--- config.mk ---
export PLATFORM = sky130hd
export DESIGN_NAME = r2fft_ctrl
export DESIGN_NICKNAME = d
export VERILOG_FILES = /design/src/rtl/core/r2fft_pkg.sv /design/src/rtl/core/r2fft_ctrl.sv
export SDC_FILE = /design/constraint.sdc
export NUM_CORES = 1
export LEC_CHECK = 0
export BUFFER_PORTS_ARGS = -buffer_cell sky130_fd_sc_hd__clkbuf_2
export CAP_MARGIN = 20
export CORE_MARGIN = 2
export CORE_UTILIZATION = 55
export DETAILED_ROUTE_END_ITERATION = 12
export GPL_TIMING_DRIVEN = 0
export PLACE_DENSITY = 0.78
export SLEW_MARGIN = 10
export SYNTH_ARGS = -nofsm -noshare
export SYNTH_HDL_FRONTEND = slang
export SYNTH_SLANG_ARGS = --single-unit
--- constraint.sdc ---
create_clock -name i_clk -period 6.2 [get_ports i_clk]
set_input_delay 0.31 -clock i_clk [delete_from_list [all_inputs] [get_ports i_clk]]
set_output_delay 0.31 -clock i_clk [all_outputs]
set_load 0.01 [all_outputs]
--- src/rtl/core/r2fft_pkg.sv ---
`default_nettype none

package r2fft_pkg;

    localparam int POINTS        = 1024;
    localparam int SAMPLE_WIDTH  = 16;
    localparam int TWIDDLE_WIDTH = 16;
    localparam int VAL_W         = 27;
    localparam int MAG_W         = 26;
    localparam int INDEX_W       = 10;
    localparam int LOG_POINTS    = $clog2(POINTS);
    localparam int HALF_POINTS   = POINTS / 2;
    localparam int ADDR_W        = LOG_POINTS;
    localparam int TW_IDX_W      = (LOG_POINTS > 1) ? LOG_POINTS - 1 : 1;
    localparam int STG_W         = $clog2(LOG_POINTS + 1);
    localparam int SQ_W          = 2 * VAL_W;
    localparam int SQRT_STEPS    = VAL_W;
    localparam int SQC_W         = $clog2(SQRT_STEPS + 1);
    localparam int CFG_IDX_W     = 1;

    localparam logic [1:0] OP_WRITE = 2'd0;
    localparam logic [1:0] OP_RUN   = 2'd1;
    localparam logic [1:0] OP_READ  = 2'd2;

    localparam logic [CFG_IDX_W-1:0] CFG_INVERSE = 1'b0;
    localparam logic [CFG_IDX_W-1:0] CFG_REAL    = 1'b1;

    localparam real PI_R     = 3.14159265358979323846;
    localparam real TW_SCALE = 2.0 ** (TWIDDLE_WIDTH - 1);
    localparam int  TW_MAX   = (1 << (TWIDDLE_WIDTH - 1)) - 1;

    typedef logic signed [VAL_W-1:0]         t_val;
    typedef logic signed [TWIDDLE_WIDTH-1:0] t_tw;
    typedef t_tw t_tw_rom [HALF_POINTS];

    typedef enum logic [4:0] {
        DP_NOP,
        DP_WRSAMP,
        DP_RDBIN,
        DP_BR_RD,
        DP_BR_WA,
        DP_BR_WB,
        DP_BF_RD,
        DP_BF_MUL,
        DP_BF_ADD,
        DP_BF_WA,
        DP_BF_WB,
        DP_SC_RD,
        DP_SC_WR,
        DP_SQ,
        DP_SQSUM,
        DP_SQRT,
        DP_EMIT
    } t_dp_op;

    typedef enum logic [3:0] {
        S_IDLE,
        S_BR_RD,
        S_BR_WA,
        S_BR_WB,
        S_BF_RD,
        S_BF_MUL,
        S_BF_ADD,
        S_BF_WA,
        S_BF_WB,
        S_SC_RD,
        S_SC_WR,
        S_RD_SQ,
        S_RD_SUM,
        S_RD_SQRT,
        S_RD_EMIT
    } t_state;

    typedef struct packed {
        t_dp_op            op;
        logic [ADDR_W-1:0] cnt;
        logic [STG_W-1:0]  stage;
        logic              inv;
        logic              real_mode;
    } t_dp_cmd;

    function automatic logic [ADDR_W-1:0] bit_rev(input logic [ADDR_W-1:0] v);
        logic [ADDR_W-1:0] r;
        for (int b = 0; b < ADDR_W; b++) begin
            r[b] = v[ADDR_W-1-b];
        end
        return r;
    endfunction

    // Cosine or sine table over the first half circle, mirrored about a quarter.
    function automatic t_tw_rom tw_build(input logic want_sin);
        t_tw_rom rom;
        int      j;
        int      q;
        real     x;
        real     v;
        logic    flip;
        for (int k = 0; k < HALF_POINTS; k++) begin
            flip = (k > POINTS / 4);
            j    = flip ? HALF_POINTS - k : k;
            x    = 2.0 * PI_R * j / POINTS;
            v    = want_sin ? $sin(x) : $cos(x);
            q    = int'($floor(v * TW_SCALE + 0.5));
            if (q < 0) q = 0;
            if (q > TW_MAX) q = TW_MAX;
            rom[k] = (flip && !want_sin) ? -t_tw'(q) : t_tw'(q);
        end
        return rom;
    endfunction

endpackage

`default_nettype wire

--- src/rtl/core/r2fft_ctrl.sv ---
`default_nettype none

module r2fft_ctrl (
    input  wire logic                               i_clk,
    input  wire logic                               i_rst_n,
    input  wire logic                               start,
    output logic                                    busy,
    input  wire logic [1:0]                         i_opcode,
    input  wire logic                               i_cfg_we,
    input  wire logic [r2fft_pkg::CFG_IDX_W-1:0]    i_cfg_index,
    input  wire logic                               i_cfg_data,
    output r2fft_pkg::t_dp_cmd                      o_cmd
);
    import r2fft_pkg::*;

    localparam logic [ADDR_W-1:0] CNT_LAST  = ADDR_W'(POINTS - 1);
    localparam logic [ADDR_W-1:0] HALF_LAST = ADDR_W'(HALF_POINTS - 1);
    localparam logic [STG_W-1:0]  STG_LAST  = STG_W'(LOG_POINTS);
    localparam logic [SQC_W-1:0]  SQC_LAST  = SQC_W'(SQRT_STEPS - 1);

    t_state            r_state, n_state;
    logic [ADDR_W-1:0] r_cnt, n_cnt;
    logic [STG_W-1:0]  r_stage, n_stage;
    logic [SQC_W-1:0]  r_sqc, n_sqc;
    logic              r_inverse;
    logic              r_real;
    logic              inv_eff;

    assign inv_eff = r_inverse & ~r_real;
    assign busy    = (r_state != S_IDLE);

    always_ff @(posedge i_clk) begin
        if (!i_rst_n) begin
            r_state   <= S_IDLE;
            r_cnt     <= '0;
            r_stage   <= '0;
            r_sqc     <= '0;
            r_inverse <= 1'b0;
            r_real    <= 1'b0;
        end else begin
            r_state <= n_state;
            r_cnt   <= n_cnt;
            r_stage <= n_stage;
            r_sqc   <= n_sqc;
            if (i_cfg_we) begin
                unique case (i_cfg_index)
                    CFG_INVERSE: r_inverse <= i_cfg_data;
                    CFG_REAL:    r_real    <= i_cfg_data;
                    default:     ;
                endcase
            end
        end
    end

    always_comb begin
        n_state         = r_state;
        n_cnt           = r_cnt;
        n_stage         = r_stage;
        n_sqc           = r_sqc;
        o_cmd.op        = DP_NOP;
        o_cmd.cnt       = r_cnt;
        o_cmd.stage     = r_stage;
        o_cmd.inv       = inv_eff;
        o_cmd.real_mode = r_real;
        unique case (r_state)
            S_IDLE: begin
                if (start) begin
                    unique case (i_opcode)
                        OP_WRITE: o_cmd.op = DP_WRSAMP;
                        OP_RUN: begin
                            n_cnt   = '0;
                            n_state = S_BR_RD;
                        end
                        OP_READ: begin
                            o_cmd.op = DP_RDBIN;
                            n_state  = S_RD_SQ;
                        end
                        default: ;
                    endcase
                end
            end
            S_BR_RD: begin
                if (r_cnt > bit_rev(r_cnt)) begin
                    n_cnt = r_cnt + 1'b1;
                end else begin
                    o_cmd.op = DP_BR_RD;
                    n_state  = S_BR_WA;
                end
            end
            S_BR_WA: begin
                o_cmd.op = DP_BR_WA;
                n_state  = S_BR_WB;
            end
            S_BR_WB: begin
                o_cmd.op = DP_BR_WB;
                if (r_cnt == CNT_LAST) begin
                    n_cnt   = '0;
                    n_stage = STG_W'(1);
                    n_state = S_BF_RD;
                end else begin
                    n_cnt   = r_cnt + 1'b1;
                    n_state = S_BR_RD;
                end
            end
            S_BF_RD: begin
                o_cmd.op = DP_BF_RD;
                n_state  = S_BF_MUL;
            end
            S_BF_MUL: begin
                o_cmd.op = DP_BF_MUL;
                n_state  = S_BF_ADD;
            end
            S_BF_ADD: begin
                o_cmd.op = DP_BF_ADD;
                n_state  = S_BF_WA;
            end
            S_BF_WA: begin
                o_cmd.op = DP_BF_WA;
                n_state  = S_BF_WB;
            end
            S_BF_WB: begin
                o_cmd.op = DP_BF_WB;
                if (r_cnt == HALF_LAST) begin
                    n_cnt = '0;
                    if (r_stage == STG_LAST) begin
                        n_state = inv_eff ? S_SC_RD : S_IDLE;
                    end else begin
                        n_stage = r_stage + 1'b1;
                        n_state = S_BF_RD;
                    end
                end else begin
                    n_cnt   = r_cnt + 1'b1;
                    n_state = S_BF_RD;
                end
            end
            S_SC_RD: begin
                o_cmd.op = DP_SC_RD;
                n_state  = S_SC_WR;
            end
            S_SC_WR: begin
                o_cmd.op = DP_SC_WR;
                if (r_cnt == CNT_LAST) begin
                    n_state = S_IDLE;
                end else begin
                    n_cnt   = r_cnt + 1'b1;
                    n_state = S_SC_RD;
                end
            end
            S_RD_SQ: begin
                o_cmd.op = DP_SQ;
                n_state  = S_RD_SUM;
            end
            S_RD_SUM: begin
                o_cmd.op = DP_SQSUM;
                n_sqc    = '0;
                n_state  = S_RD_SQRT;
            end
            S_RD_SQRT: begin
                o_cmd.op = DP_SQRT;
                if (r_sqc == SQC_LAST) begin
                    n_state = S_RD_EMIT;
                end else begin
                    n_sqc = r_sqc + 1'b1;
                end
            end
            S_RD_EMIT: begin
                o_cmd.op = DP_EMIT;
                n_state  = S_IDLE;
            end
            default: n_state = S_IDLE;
        endcase
    end

endmodule

`default_nettype wire

==> results_dict.tcl <==
set metrics [dict create \
    start_util 0.568 \
    dr.pass1.iters 4 \
    cp.required_ns 5.89 \
    setup_viol 0 \
    drv_cap 0 \
    clk_latency_ns 0.33 \
    peakVddDrop_mv 0.228 \
    syn-cell-area_um2 1870 \
    grt_overflow 0 \
    cts_root_buffer "clkbuf_4" \
    synth_top_flop_cell "dfxtp_1" \
    hold_class "in -> reg" \
    postCtsResizedCells 0 \
    syn-instance-count 241 \
    final_common_cell "clkbuf_2" \
    clk_pin_slew_ns 0.13 \
    grt_pass1_vias 1737 \
    die_h_um 62.2 \
    first_iter_violations 103 \
    routed_via_density 5.79 \
    crit_path_end_kind "primary output" \
    ys_types 58 \
    seq_area_frac_synth 0.268 \
    relSlewSlack 0.522 \
    drive_gt1_frac 0.179 \
    finalPower_uw 610 \
    htree_levels 1 \
    ioPinCount 30 \
    die_area_um2 3870 \
    syn_area_per_cell_um2 7.74 \
    hpwl_mm 3.22 \
    final_nets 294 \
    worst_pin_slew_ns 0.713 \
    cts_buffers 3 \
    syn_nets 260 \
    vias 1852 \
    leakagePower_uw 0.000852 \
    yosysTopAreaCellShare 0.268 \
    antenna_found_initial 0 \
    max_clock_freq_mhz 336 \
    critical_path_arrival_ns 2.67 \
    core_um2 3280 \
    dieWidth_um 62.2 \
    ant_nets 0 \
    cts_setup_buffers 0 \
    cts.sinks 25 \
    n_fill_cell 314 \
    synth_seq_cells 25 \
    synth_area_leader_cell "dfxtp_1" \
    grt_usage 0.233 \
    n_antenna_cell 0 \
    syn2layout_area_growth_pct 12.3 \
    drt_drc_violations_left 0 \
    place_area_um2 2070 \
    maxSlewViolCount 0 \
    start_kind "register" \
    cellPowerDensity_nw_per_um2 291 \
    cts_buffer_depth 2 \
    io_buffers 29 \
    grt_start_max_net_pins 14 \
    worst-setup-path-type "reg -> out" \
    layout_common_cells "clkbuf_2, nand2_1, dfxtp_1" \
    grt_pass1_wl_mm 7.52 \
    finalCritPeriodShare 0.480 \
    utilization 0.638 \
    wl_mm 4.25 \
    status "complete, no violations" \
    fin_crit_ns 2.98 \
    rows 21 \
    async_flop_share 0 \
    setup_tns_ns 0 \
    cts_tree "done" \
    cts_hold_buf 0 \
    synth-edff-count 0 \
    finalHoldViolCount 0 \
    ys.warnings.count 0 \
    fin_skew_ns 0.000797 \
    critPathMaxFanout 8 \
    gp_congestion 0.916 \
    yosys-top-cells-area "dfxtp_1, ha_1, nand3_1, nand2_1, nor2_1" \
    rsz0062_at_grt "no" \
    final_area_um2 2090 \
    wl_per_cell_um 13.3 \
]
[path summary, 6_finish.rpt]
| path | from | end | slack, ns | cells after the start |
|---|---|---|---|---|
| worst max-delay path | r_cnt[2] | o_cmd[17] | 3.22 | 7 |
| worst min register to register | r_real | r_real | 0.51 | 2 |
| worst max register to register | r_cnt[2] | r_cnt[5] | 3.74 | 7 |
| worst min-delay path | i_cfg_data | r_real | 0.23 | 3 |
[critical path, cell delays in order, from the launching register on]
cell	delay (ns)
dfxtp_1	0.49
inv_1	0.12
ha_1	0.29
and3_1	0.20
and3_1	0.23
o21ai_1	0.58
o221ai_1	0.24
clkbuf_2	0.18
[cells in the mapped netlist (2+ instances only)]
library cell / n
a211oi_1: 4
a21boi_0: 2
a21o_1: 2
a21oi_1: 3
a31oi_1: 2
and3_1: 5
buf_2: 2
buf_4: 3
clkbuf_1: 8
dfxtp_1: 25
ha_1: 11
inv_1: 13
mux2i_1: 3
nand2_1: 28
nand2b_1: 4
nand3_1: 23
nand3b_1: 4
nand4_1: 5
nor2_1: 24
nor2b_1: 7
nor3_1: 3
nor3b_1: 2
o2111a_1: 2
o211a_1: 2
o211ai_1: 5
o21ai_0: 3
o22ai_1: 2
o41ai_1: 2
or2_2: 3
or3_1: 2
or3b_2: 2
or4_1: 2
xnor2_1: 3
xor2_1: 6
[report_power, final]
| group | switching [uW] | leakage, uW | internal [uW] |
|---|---|---|---|
| Sequential | 19.3 | 0.000202 | 175 |
| Clock | 49.5 | 0.0000150 | 25.3 |
| Combinational | 209 | 0.000635 | 132 |
[area by class of cell]
| class | count | area (um2) | share of cell area |
|---|---|---|---|
| multi-input cells | 189 | 1240 | 0.593 |
| flip-flops and latches | 25 | 500 | 0.239 |
| repair buffers | 29 | 145 | 0.0693 |
| plain buffers | 14 | 73.8 | 0.0352 |
| well taps | 46 | 57.6 | 0.0275 |
| inverters | 13 | 48.8 | 0.0233 |
| clock buffers | 4 | 26.3 | 0.0125 |
[per-layer routing]
layer  track usage  vias to the layer above  part of all wire
li1              -                      943                 -
met1         0.304                      839              0.46
met2         0.386                       60              0.47
met3        0.0399                       10             0.052
met4        0.0861                        0             0.019
met5             0                        -                 0
[registers in the layout, summed over array words and instances, names as in the netlist]
register / cells
r_real: 1
r_inverse: 1
r_stage: 4
r_sqc: 5
r_cnt: 10
r_state: 4
[stage by stage]
stage	setup slack, ns	hold slack (ns)	cells
6_report	3.22	0.228	320
5_1_grt	3.06	0.268	320
4_1_cts	3.24	0.226	320
3_5_place_dp	3.63	0.503	316
3_3_place_gp	3.67	0.497	316
2_1_floorplan	4.05	0.466	241
[cells by family (layout without fill, tap and decap cells)]
group,count (synthesis),count (layout),share of synthesized area
xor gates and xnor gates,9,9,0.0423
and+or+nand+nor,122,122,0.349
adders and majority gates,11,11,0.0738
AOI/OAI and AO/OA,43,43,0.178
buffers and inverters,27,60,0.0657
muxes,4,4,0.0221
DFF,25,25,0.268
(Power assumes the default switching activity.)
